===== src/rtl/dqe_pkg.sv =====
`default_nettype none

package dqe_pkg;

    // Storage geometry
    localparam int DEPTH  = 64;
    localparam int DATA_W = 32;
    localparam int ADDR_W = $clog2(DEPTH);
    localparam int CNT_W  = $clog2(DEPTH + 1);

    // Field widths of one request and one result
    localparam int MODE_W = 3;
    localparam int VAL_W  = 32;
    localparam int OFF_W  = 6;
    localparam int RD_W   = 32;
    localparam int ST_W   = 2;
    localparam int OCC_W  = 7;

    localparam int IN_BITS     = MODE_W + VAL_W + OFF_W;
    localparam int IN_TDATA_W  = ((IN_BITS + 7) / 8) * 8;
    localparam int OUT_BITS    = RD_W + ST_W + OCC_W + 1;
    localparam int OUT_TDATA_W = ((OUT_BITS + 7) / 8) * 8;
    localparam int OUT_PAD_W   = OUT_TDATA_W - OUT_BITS;

    // Request codes
    localparam logic [MODE_W-1:0] MODE_PUSH_FRONT = 3'd0;
    localparam logic [MODE_W-1:0] MODE_PUSH_BACK  = 3'd1;
    localparam logic [MODE_W-1:0] MODE_POP_FRONT  = 3'd2;
    localparam logic [MODE_W-1:0] MODE_POP_BACK   = 3'd3;
    localparam logic [MODE_W-1:0] MODE_PEEK       = 3'd4;

    // Status codes
    localparam logic [ST_W-1:0] ST_OK    = 2'd0;
    localparam logic [ST_W-1:0] ST_OVER  = 2'd1;
    localparam logic [ST_W-1:0] ST_UNDER = 2'd2;

    // Broadcast to every cell of the chain
    typedef struct packed {
        logic              shift_back;   // push at front: every cell takes its front neighbor
        logic              shift_front;  // pop at front: every cell takes its back neighbor
        logic              tap_load;     // copy data into the tap line
        logic              tap_shift;    // move the tap line one cell toward the front
        logic [DATA_W-1:0] data;         // value entering at the front or at the back
    } t_cell_ctl;

    typedef struct packed {
        logic [RD_W-1:0]  read_value;
        logic [ST_W-1:0]  status;
        logic [OCC_W-1:0] occupancy;
        logic             is_empty;
    } t_result;

endpackage

`default_nettype wire


===== src/rtl/dqe_cell.sv =====
`default_nettype none

// One element slot plus one tap stage of the read-out line.
module dqe_cell (
    input  wire                     i_clk,
    input  wire dqe_pkg::t_cell_ctl i_ctl,
    input  wire                     i_wr,
    input  wire [dqe_pkg::DATA_W-1:0] i_prev_data,
    input  wire [dqe_pkg::DATA_W-1:0] i_next_data,
    input  wire [dqe_pkg::DATA_W-1:0] i_next_tap,
    output logic [dqe_pkg::DATA_W-1:0] o_data,
    output logic [dqe_pkg::DATA_W-1:0] o_tap
);

    logic [dqe_pkg::DATA_W-1:0] r_data;
    logic [dqe_pkg::DATA_W-1:0] r_tap;
    logic [dqe_pkg::DATA_W-1:0] n_data;
    logic [dqe_pkg::DATA_W-1:0] n_tap;

    always_comb begin
        n_data = r_data;
        if (i_ctl.shift_back) begin
            n_data = i_prev_data;
        end else if (i_ctl.shift_front) begin
            n_data = i_next_data;
        end else if (i_wr) begin
            n_data = i_ctl.data;
        end

        n_tap = r_tap;
        if (i_ctl.tap_load) begin
            n_tap = r_data;
        end else if (i_ctl.tap_shift) begin
            n_tap = i_next_tap;
        end
    end

    always_ff @(posedge i_clk) begin
        r_data <= n_data;
        r_tap  <= n_tap;
    end

    assign o_data = r_data;
    assign o_tap  = r_tap;

endmodule

`default_nettype wire


===== src/rtl/dqe_ctrl.sv =====
`default_nettype none

// Request decode, element count, read-out walk and the two-deep result queue.
module dqe_ctrl (
    input  wire                        i_clk,
    input  wire                        i_rst_n,
    input  wire                        i_in_valid,
    output logic                       o_in_ready,
    input  wire [dqe_pkg::MODE_W-1:0]  i_mode,
    input  wire [dqe_pkg::VAL_W-1:0]   i_push_value,
    input  wire [dqe_pkg::OFF_W-1:0]   i_offset,
    input  wire [dqe_pkg::DATA_W-1:0]  i_front_data,
    input  wire [dqe_pkg::DATA_W-1:0]  i_tap0,
    output dqe_pkg::t_cell_ctl         o_ctl,
    output logic                       o_wr_back,
    output logic [dqe_pkg::CNT_W-1:0]  o_count,
    output logic                       o_out_valid,
    input  wire                        i_out_ready,
    output dqe_pkg::t_result           o_result
);

    typedef enum logic [1:0] {
        S_IDLE = 2'b01,
        S_WALK = 2'b10
    } t_state;

    t_state                      r_state, n_state;
    logic [dqe_pkg::CNT_W-1:0]   r_count, n_count;
    logic [dqe_pkg::ADDR_W-1:0]  r_walk,  n_walk;
    dqe_pkg::t_result            r_hold,  n_hold;
    logic                        r_pend_v, n_pend_v;
    dqe_pkg::t_result            r_pend,  n_pend;
    logic                        r_out_v, n_out_v;
    dqe_pkg::t_result            r_out,   n_out;

    logic                        accept;
    logic                        out_free;
    logic                        full;
    logic                        empty;
    logic                        go_walk;
    logic                        res_done;
    dqe_pkg::t_result            res;
    dqe_pkg::t_cell_ctl          ctl;
    logic                        wr_back;

    assign out_free   = !r_out_v || i_out_ready;
    assign o_in_ready = (r_state == S_IDLE) && (!r_pend_v || out_free);
    assign accept     = i_in_valid && o_in_ready;
    assign full       = (r_count == dqe_pkg::CNT_W'(dqe_pkg::DEPTH));
    assign empty      = (r_count == '0);

    always_comb begin
        ctl            = '0;
        ctl.data       = dqe_pkg::DATA_W'(i_push_value);
        wr_back        = 1'b0;
        go_walk        = 1'b0;
        n_count        = r_count;
        n_walk         = r_walk;
        n_state        = r_state;
        res.read_value = '0;
        res.status     = dqe_pkg::ST_OK;

        unique case (r_state)
            S_IDLE: begin
                if (accept) begin
                    case (i_mode)
                        dqe_pkg::MODE_PUSH_FRONT: begin
                            if (full) begin
                                res.status = dqe_pkg::ST_OVER;
                            end else begin
                                ctl.shift_back = 1'b1;
                                n_count        = r_count + 1'b1;
                            end
                        end
                        dqe_pkg::MODE_PUSH_BACK: begin
                            if (full) begin
                                res.status = dqe_pkg::ST_OVER;
                            end else begin
                                wr_back = 1'b1;
                                n_count = r_count + 1'b1;
                            end
                        end
                        dqe_pkg::MODE_POP_FRONT: begin
                            if (empty) begin
                                res.status = dqe_pkg::ST_UNDER;
                            end else begin
                                res.read_value  = dqe_pkg::RD_W'(i_front_data);
                                ctl.shift_front = 1'b1;
                                n_count         = r_count - 1'b1;
                            end
                        end
                        dqe_pkg::MODE_POP_BACK: begin
                            if (empty) begin
                                res.status = dqe_pkg::ST_UNDER;
                            end else begin
                                ctl.tap_load = 1'b1;
                                go_walk      = 1'b1;
                                n_count      = r_count - 1'b1;
                                n_walk       = dqe_pkg::ADDR_W'(r_count - 1'b1);
                            end
                        end
                        dqe_pkg::MODE_PEEK: begin
                            if (32'(i_offset) >= 32'(r_count)) begin
                                res.status = dqe_pkg::ST_UNDER;
                            end else begin
                                ctl.tap_load = 1'b1;
                                go_walk      = 1'b1;
                                n_walk       = dqe_pkg::ADDR_W'(i_offset);
                            end
                        end
                        default: begin
                        end
                    endcase
                    if (go_walk) begin
                        n_state = S_WALK;
                    end
                end
            end
            S_WALK: begin
                if (r_walk == '0) begin
                    n_state = S_IDLE;
                end else begin
                    ctl.tap_shift = 1'b1;
                    n_walk        = r_walk - 1'b1;
                end
            end
            default: begin
                n_state = S_IDLE;
            end
        endcase

        res.occupancy = dqe_pkg::OCC_W'(n_count);
        res.is_empty  = (n_count == '0);

        // Walk results carry the status and count latched at acceptance
        n_hold = r_hold;
        if (accept && go_walk) begin
            n_hold = res;
        end
        res_done = (accept && !go_walk) || ((r_state == S_WALK) && (r_walk == '0));
        if (r_state == S_WALK) begin
            res            = r_hold;
            res.read_value = dqe_pkg::RD_W'(i_tap0);
        end

        // Result queue: pending slot feeds the output register
        n_out_v  = r_out_v;
        n_out    = r_out;
        n_pend_v = r_pend_v;
        n_pend   = r_pend;
        if (out_free) begin
            n_out_v  = r_pend_v;
            n_out    = r_pend;
            n_pend_v = 1'b0;
        end
        if (res_done) begin
            n_pend_v = 1'b1;
            n_pend   = res;
        end
    end

    always_ff @(posedge i_clk) begin
        if (!i_rst_n) begin
            r_state  <= S_IDLE;
            r_count  <= '0;
            r_walk   <= '0;
            r_pend_v <= 1'b0;
            r_out_v  <= 1'b0;
        end else begin
            r_state  <= n_state;
            r_count  <= n_count;
            r_walk   <= n_walk;
            r_pend_v <= n_pend_v;
            r_out_v  <= n_out_v;
        end
    end

    always_ff @(posedge i_clk) begin
        r_hold <= n_hold;
        r_pend <= n_pend;
        r_out  <= n_out;
    end

    assign o_ctl       = ctl;
    assign o_wr_back   = wr_back;
    assign o_count     = r_count;
    assign o_out_valid = r_out_v;
    assign o_result    = r_out;

    a_count_range: assert property (@(posedge i_clk) disable iff (!i_rst_n)
        r_count <= dqe_pkg::CNT_W'(dqe_pkg::DEPTH))
        else $error("element count beyond depth");

    a_no_pend_overwrite: assert property (@(posedge i_clk) disable iff (!i_rst_n)
        res_done |-> (!r_pend_v || out_free))
        else $error("result written over a waiting result");

    a_walk_blocks_input: assert property (@(posedge i_clk) disable iff (!i_rst_n)
        (r_state == S_WALK) |-> !o_in_ready)
        else $error("request taken during read-out walk");

    a_push_counts: assert property (@(posedge i_clk) disable iff (!i_rst_n)
        (accept && !full && (i_mode == dqe_pkg::MODE_PUSH_FRONT
                             || i_mode == dqe_pkg::MODE_PUSH_BACK))
        |=> (r_count == $past(r_count) + dqe_pkg::CNT_W'(1)))
        else $error("push did not raise the count");

endmodule

`default_nettype wire


===== src/rtl/double_ended_queue.sv =====
`default_nettype none

// Bounded double-ended queue of dqe_pkg::DEPTH elements built as a chain of cells.
// Cell 0 always holds the front element; the back element sits in cell count-1.
// Input channel s_*: one request per beat (push front, push back, pop front,
// pop back, peek at offset). Output channel m_*: one result beat per request,
// in request order, carrying the element read, a status, the occupancy after
// the request and an empty flag.
// Timing: push front, push back, pop front, every refused request and unused
// codes finish in the accept cycle; the result goes through the pending slot
// and the output register to m_tvalid, and a new request may follow at once.
// Pop back and peek read through the tap line of the chain, which moves one
// cell toward the front per cycle: such a request walks the tap line k cells,
// with k = count - 1 for pop back and k = offset for peek; s_tready stays low
// during that walk.
// Results pass through a pending slot and an output register, so one more
// request is taken while a result waits on a stalled receiver; after that
// s_tready drops until m_tready frees the output.
// Reset clears the count, the walk and both result slots; element cells
// are not cleared and are only read once written by a push.
module double_ended_queue (
    input  wire                                i_clk,
    input  wire                                i_rst_n,
    input  wire                                s_tvalid,
    output logic                               s_tready,
    // mode[2:0], push_value[34:3], offset[40:35], zero pad up to 47
    input  wire [dqe_pkg::IN_TDATA_W-1:0]      s_tdata,
    output logic                               m_tvalid,
    input  wire                                m_tready,
    // read_value[31:0], status[33:32], occupancy[40:34], is_empty[41], zero pad up to 47
    output logic [dqe_pkg::OUT_TDATA_W-1:0]    m_tdata
);

    localparam int VAL_LO = dqe_pkg::MODE_W;
    localparam int OFF_LO = dqe_pkg::MODE_W + dqe_pkg::VAL_W;

    logic [dqe_pkg::MODE_W-1:0]  in_mode;
    logic [dqe_pkg::VAL_W-1:0]   in_value;
    logic [dqe_pkg::OFF_W-1:0]   in_offset;

    dqe_pkg::t_cell_ctl          cell_ctl;
    logic                        wr_back;
    logic [dqe_pkg::CNT_W-1:0]   count;
    dqe_pkg::t_result            result;

    logic [dqe_pkg::DATA_W-1:0]  cell_data [dqe_pkg::DEPTH];
    logic [dqe_pkg::DATA_W-1:0]  cell_tap  [dqe_pkg::DEPTH];

    // Unpack the request beat
    assign in_mode   = s_tdata[dqe_pkg::MODE_W-1:0];
    assign in_value  = s_tdata[VAL_LO +: dqe_pkg::VAL_W];
    assign in_offset = s_tdata[OFF_LO +: dqe_pkg::OFF_W];

    dqe_ctrl u_ctrl (
        .i_clk        (i_clk),
        .i_rst_n      (i_rst_n),
        .i_in_valid   (s_tvalid),
        .o_in_ready   (s_tready),
        .i_mode       (in_mode),
        .i_push_value (in_value),
        .i_offset     (in_offset),
        .i_front_data (cell_data[0]),
        .i_tap0       (cell_tap[0]),
        .o_ctl        (cell_ctl),
        .o_wr_back    (wr_back),
        .o_count      (count),
        .o_out_valid  (m_tvalid),
        .i_out_ready  (m_tready),
        .o_result     (result)
    );

    // Chain of cells: data shifts both ways, taps drain toward the front
    for (genvar i = 0; i < dqe_pkg::DEPTH; i++) begin : g_cell
        logic [dqe_pkg::DATA_W-1:0] prev_data;
        logic [dqe_pkg::DATA_W-1:0] next_data;
        logic [dqe_pkg::DATA_W-1:0] next_tap;
        logic                       wr_here;

        if (i == 0) begin : g_head
            assign prev_data = cell_ctl.data;
        end else begin : g_body
            assign prev_data = cell_data[i-1];
        end

        if (i == dqe_pkg::DEPTH - 1) begin : g_tail
            assign next_data = '0;
            assign next_tap  = '0;
        end else begin : g_mid
            assign next_data = cell_data[i+1];
            assign next_tap  = cell_tap[i+1];
        end

        // Push back lands in the first free cell
        assign wr_here = wr_back &&
                         (count[dqe_pkg::ADDR_W-1:0] == dqe_pkg::ADDR_W'(i));

        dqe_cell u_cell (
            .i_clk       (i_clk),
            .i_ctl       (cell_ctl),
            .i_wr        (wr_here),
            .i_prev_data (prev_data),
            .i_next_data (next_data),
            .i_next_tap  (next_tap),
            .o_data      (cell_data[i]),
            .o_tap       (cell_tap[i])
        );
    end

    // Pack the result beat
    assign m_tdata = {{dqe_pkg::OUT_PAD_W{1'b0}}, result.is_empty, result.occupancy,
                      result.status, result.read_value};

endmodule

`default_nettype wire

===== config.mk =====
export PLATFORM = sky130hd
export DESIGN_NAME = double_ended_queue
export DESIGN_NICKNAME = d
export VERILOG_FILES = /design/src/rtl/dqe_pkg.sv /design/src/rtl/dqe_cell.sv /design/src/rtl/dqe_ctrl.sv /design/src/rtl/double_ended_queue.sv
export SDC_FILE = /design/constraint.sdc
export NUM_CORES = 2
export LEC_CHECK = 0
export BUFFER_PORTS_ARGS = -buffer_cell sky130_fd_sc_hd__clkbuf_2
export CAP_MARGIN = 10
export CELL_PAD_IN_SITES_DETAIL_PLACEMENT = 1
export CELL_PAD_IN_SITES_GLOBAL_PLACEMENT = 2
export CORE_AREA = 5 5 672 674
export DETAILED_ROUTE_END_ITERATION = 10
export DIE_AREA = 0 0 677 679
export PLACE_DENSITY = 0.77
export SETUP_SLACK_MARGIN = 0.2
export SLEW_MARGIN = 20
export SYNTH_ARGS = -nofsm -noshare
export SYNTH_HDL_FRONTEND = slang
export SYNTH_SLANG_ARGS = --single-unit

===== constraint.sdc =====
create_clock -name i_clk -period 110.1 [get_ports i_clk]
set_clock_uncertainty 0.2 [all_clocks]
set_input_delay 22.02 -clock i_clk [delete_from_list [all_inputs] [get_ports i_clk]]
set_output_delay 22.02 -clock i_clk [all_outputs]
set_load 0.005 [all_outputs]

# ---- Word-level counts from Yosys, hierarchy flattened
# Index checks and enable logic that the tools add are counted.
dict set report word_totals {
  reg_bits 4207
  output_inout_bits 50
  elab_cells 739
}
dict set report classes {
  addsub 3
  order_cmp 1
  n_eq_ne 77
  muxes 363
  n_reduce_logical 151
}
# operator count
set ops {}
lappend ops {{two-way mux 32 bit} 322}
lappend ops {{equality test 6 bit, second input constant} 32}
lappend ops {{nonzero test 3 bit} 64}
lappend ops {{equality test 6 x 5 -> 1 bit, second input constant} 16}
lappend ops {{logical AND 1 bit} 69}
lappend ops {{two-way mux 34 bit} 2}
lappend ops {{equality test 6 x 4 -> 1 bit, second input constant} 8}
lappend ops {{two-way mux 42 bit} 1}
lappend ops {{two-way mux 7 bit} 4}
lappend ops {{equality test 6 x 3 -> 1 bit, second input constant} 4}
lappend ops {{two-way mux 6 bit} 4}
lappend ops {{one-hot mux 6 bit (2 select lines)} 2}
lappend ops {{two-way mux 1 bit} 17}
lappend ops {{logical NOT 7 bit} 2}
lappend ops {{one-hot mux 7 bit (2 select lines)} 1}
lappend ops {{equality test 6 x 2 -> 1 bit, second input constant} 2}
lappend ops {{logical NOT 6 bit} 2}
lappend ops {{two-way mux 2 bit} 5}
lappend ops {{inequality test 3 bit, second input constant} 3}
lappend ops {{adder 7 x 1 -> 7 bit, second input constant} 1}
lappend ops {{equality test 7 bit, second input constant} 1}
lappend ops {{greater-or-equal comparator 6 x 7 -> 1 bit} 1}
lappend ops {{subtractor 7 x 1 -> 7 bit, second input constant} 1}
lappend ops {{equality test 3 x 2 -> 1 bit, second input constant} 2}
lappend ops {{other kinds (19)} 29}

# ---- Logic depth before layout (Yosys ltp)
dict set report depth {
  ltp_word 13
  mapped_depth 14
  mapped_depth_nobuf 9
}

# ---- By module
# A second synthesis with hierarchy kept.
dict set report hier_totals {
  cells_unflattened 13874
  hier_area_um2 209140.6
}
# mod n_inst cells_per_inst area_per_inst_um2 seq_area_each_um2
set modules_own_cells {}
lappend modules_own_cells {dqe_cell 64 209 3180.6 1921.8}
lappend modules_own_cells {dqe_ctrl 1 398 5067.4 3163.0}
lappend modules_own_cells {double_ended_queue 1 100 518.0 0.0}

# ---- Worst setup path before layout
# OpenSTA, ideal clock, no wires.
dict set report synth_timing {
  path_kind {input port to flip-flop}
  from {in s_tdata[1] (netlist name)}
  to {reg u_ctrl.r_walk[3] (netlist name)}
  arrival_time_ns 70.469
  required_ns 109.693
  path_slack_ns 39.225
  stages 10
  path_cell_list {buf_6 -> inv_1 -> and3_1 -> clkbuf_1 -> o211ai_1 -> a21o_1 -> buf_4 -> buf_4 -> nand2_1 -> a32o_1}
}
dict set report synth_between {
  elab_chain_cells 4
  word_cells_on_any_way 9
}
# element line
set synth_rtl {}
lappend synth_rtl {{from (decl)} double_ended_queue.sv:27} ;# input wire [dqe_pkg::IN_TDATA_W-1:0] s_tdata,
lappend synth_rtl {{equality test 3 bit or equality test 3 x 2 -> 1 bit (tied branches)} dqe_ctrl.sv:66} ;# case (i_mode)
lappend synth_rtl {{one-hot mux 6 bit (2 select lines)} dqe_ctrl.sv:66}
lappend synth_rtl {{two-way mux 6 bit} dqe_ctrl.sv:65} ;# if (accept) begin
lappend synth_rtl {{one-hot mux 6 bit (2 select lines)} dqe_ctrl.sv:63} ;# unique case (r_state)
lappend synth_rtl {{to (signal assigned)} dqe_ctrl.sv:172} ;# r_walk <= n_walk;
lappend synth_rtl {{to (decl)} dqe_ctrl.sv:29} ;# logic [dqe_pkg::ADDR_W-1:0] r_walk, n_walk;
# Parallel ways exist; a longest one is shown, timed or not. The select of a mux whose other input is x is not followed.
# A chain may end at the register's enable or synchronous reset.

# ---- Worst setup path in the final report
dict set report layout_timing {
  from {in m_tready}
  to {out s_tready}
}
dict set report layout_between {
  elab_chain_cells 3
}
# element line
set layout_rtl {}
lappend layout_rtl {{from (decl)} double_ended_queue.sv:29} ;# input wire m_tready,
lappend layout_rtl {{logical OR 1 bit} dqe_ctrl.sv:46} ;# assign out_free = !r_out_v || i_out_ready;
lappend layout_rtl {{logical OR 1 bit} dqe_ctrl.sv:47} ;# assign o_in_ready = (r_state == S_IDLE) && (!r_pend_v || out_free);
lappend layout_rtl {{logical AND 1 bit} dqe_ctrl.sv:47}
lappend layout_rtl {{to (decl)} double_ended_queue.sv:25} ;# output logic s_tready,
# Every way passes these cells.

==> key figures <==
Run status
  – Status: complete, no violations

STA
  – Tcrit/Tclk final: 0.408
  – RSZ-0062 raised after global routing: false
  – Max Slew Vio Count: 0
  – Worst-Margin Slew: 1.20 ns
  – Setup violations, final: 0
  – Period minus WS final: 44.97 ns
  – Hold Vio Cnt, Final: 0
  – Worst hold slack: 0.213 ns
  – Setup TNS: 0 ns
  – Max Fclk: 0.0222 GHz
  – Max-slew headroom: 0.200

Finish
  – Layout cells sized above 1: 0.0758
  – Fin util: 0.443
  – Multi-input logic area: 46,500 um2
  – Layout filler cell count: 45,300
  – Reg area: 126,000 um2
  – Fin nets: 13,600
  – Area growth, synth to finish: 10.9%
  – Design area: 197,000 um2

Critical path
  – CP endpoint kind: primary output
  – Data arrival time of the critical path: 22.75 ns
  – R2r setup slk: 102.46 ns
  – Crit-path cells: clkbuf_2 > and3b_1 > nor3b_4 > clkbuf_2
  – CP peak stage delay: 0.25 ns
  – Worst Path Required: 87.88 ns
  – Crit path kind: in2out
  – Startpoint types: input port
  – CP max stage cell: nor3b_4
  – Critical path peak fanout: 3
  – Crit path top cell by count: clkbuf_2

Clocking
  – H-tree level count: 5
  – TritonCTS clock tree: yes
  – CTS Buf Count: 445
  – Post-CTS resize count: 0
  – CTS sink cnt: 4,207
  – Clock root buffer: clkbuf_16
  – CTS Hold Bufs: 0
  – Clk_lat worst skew: 1.00 ns
  – Post-CTS Setup Bufs: 0
  – Longest Clk Path Bufs: 4
  – Reg clk slew, reported paths: 0.07 ns

Yosys
  – FFs w/ async S/R, synth: 0
  – Cell area after synthesis: 177,000 um2
  – #FFs+latches synth: 4,207
  – Most used DFF post-synth: edfxtp_1
  – Seq/Total Area, Yosys: 0.711
  – Synth area leaders: edfxtp_1 71%, nand2_1 13%, a221o_1 11%
  – Multiplexer area fraction after synthesis: 0.0000564
  – Distinct cells, synth: 70
  – Simple-gate share of the synthesized area: 0.136
  – Number of synthesized flops with an enable pin: 4,190
  – Compound-cell area share of the yosys netlist: 0.120
  – Syn avg cell area: 12.7 um2
  – Synth top area share: 0.710
  – Top cell type by total area after synthesis: edfxtp_1
  – Adder-Cell Fraction of Synth Area: 0.000847
  – Xor/xnor share of the synthesized area: 0.000395
  – Synthesized instance count: 13,900
  – Yosys warns: 0
  – Largest family of logic cells by synthesized area: simple AND/OR/NAND/NOR gates

Floorplan
  – Rows: 245
  – Die width: 677 um
  – Core area: 444,000 um2
  – Die area: 460,000 um2
  – Starting Density: 0.399
  – I/O pin cnt: 102
  – Die Ht: 679 um

Global routing
  – Global-route wire length before repair: 773 mm
  – GRT Overall Usage: 0.214
  – Initial antenna violation count: 13
  – GR Overflow Total: 0
  – Vias in the first global route: 119,000
  – Largest net degree at the start of global routing: 201

Hold path
  – Worst Hold Class: reg2reg

Routing
  – Remaining DRCs: 0
  – DRT Pass-1 Iters: 6
  – Post-DR vias/cell: 5.84
  – Post-DRT Antenna Nets: 0
  – DRT iter0 DRCs: 11,100
  – Wire length per cell: 25.9 um
  – Vias: 116,000
  – Final WL: 513 mm

Job
  – Max-Cap Viols: 0

Power and ir drop
  – Pwr dens: 18.4 nW/um2
  – P_int: 0.00276 W
  – Power Total: 0.00362 W
  – Leakage: 72.1 nW
  – NetSw: 0.000860 W
  – Reg power frac: 0.523
  – Sw frac: 0.238
  – Combinational share of power: 0.071
  – VDD IR-drop max: 0.0142 mV
  – Clk pwr share: 0.406

Placed design
  – Post-DP Area: 182,000 um2
  – Post-DP HPWL: 290 mm
  – IO Port Bufs: 88
  – Final Wtd Congestion: 0.770
[logic make-up after synthesis]
| group | count (synthesis) |
|---|---|
| compound gates | 2182 |
| xor+xnor | 8 |
| fa+ha+maj | 12 |
| buf+inv | 1193 |
| flops | 4207 |
| mux | 1 |
| other cells | 1 |
| simple gates | 6325 |
[power groups by stage]
stage | clock (W) | combinational [W] | sequential (W)
floorplan | 0 | 0.000172 | 0.00198
global route | 0.00157 | 0.000279 | 0.00189
global placement | 0 | 0.000248 | 0.00192
detailed placement | 0 | 0.000256 | 0.00192
finish | 0.00147 | 0.000257 | 0.00189
CTS | 0.00150 | 0.000258 | 0.00189
[cells in the mapped netlist, drive strengths merged (3+ instances only)]
master / count
o211ai: 5
o21ai: 71
buf: 670
xnor2: 7
nand2b: 5
nor2: 29
or4: 4
a21oi: 19
o2bb2ai: 4
edfxtp: 4190
a221o: 1986
nand2: 6176
nand3: 16
a31oi: 6
and2: 37
o22ai: 3
nor3: 5
ha: 12
dfxtp: 17
and3: 34
a21o: 37
a22o: 32
nor4: 4
clkbuf: 501
inv: 20
[final cells by class]
type                            instances  share of cell area
Inverter                               21            0.000439
Sequential cell                      4207               0.642
Tap cell                             5928              0.0377
Antenna cell                           16            0.000204
Clock buffer                          550              0.0592
Clock inverter                        271              0.0122
Timing Repair Buffer                  314              0.0123
Multi-Input combinational cell       8534               0.236
[metal layers]
layer,wire length (um),global-route usage,vias up
li1,-,-,50900
met1,220000,0.293,61100
met2,255000,0.365,3185
met3,25900,0.0244,691
met4,12100,0.0528,0
met5,0,0,-
[sequential cells by signal (all words and copies together), names as in the netlist, 2 cells and up]
name                  count
g_cell.u_cell.o_tap    2048
u_ctrl.o_count            7
u_ctrl.r_walk             6
g_cell.u_cell.o_data   2048
u_ctrl.o_result          42
u_ctrl.r_state            2
u_ctrl.r_hold            10
u_ctrl.r_pend            42
[critical path: cells and delay by family]
| kind | cells | cell delay (ns) |
|---|---|---|
| buf+inv | 2 | 0.26 |
| simple gates | 2 | 0.46 |
[layout by cell type (no fill, tap or decap), drive strengths merged, types with 17 or more instances in the layout]
cell and instances:
a221o 1986, inv 28, clkbuf 638, and3 34, and2 37, clkinv 220, a22o 32, a21o 37
a21oi 19, buf 226, o21ai 71, dfxtp 17, bufinv 32, edfxtp 4190, nand2 6176, nor2 29
[per-stage QoR]
stage               worst slack (ns)  cells
global route                   65.11  19800
floorplan                      39.22  13900
CTS                            65.14  19800
finish                         65.13  19800
global placement               65.16  19000
detailed placement             65.15  19000
[worst paths after layout]
path | startpoint | endpoint | cells past startpoint
max | m_tready | s_tready | 4
min | u_ctrl.r_pend[26]$_DFFE_PP_ | u_ctrl.o_result[26]$_DFFE_PP_ | 0
max reg2reg | u_ctrl.o_count[2]$_SDFF_PN0_ | g_cell[21].u_cell.o_tap[26]$_DFFE_PP_ | 12
min reg2reg | u_ctrl.r_pend[26]$_DFFE_PP_ | u_ctrl.o_result[26]$_DFFE_PP_ | 0
No activity file was read; power rests on OpenSTA's default activity.
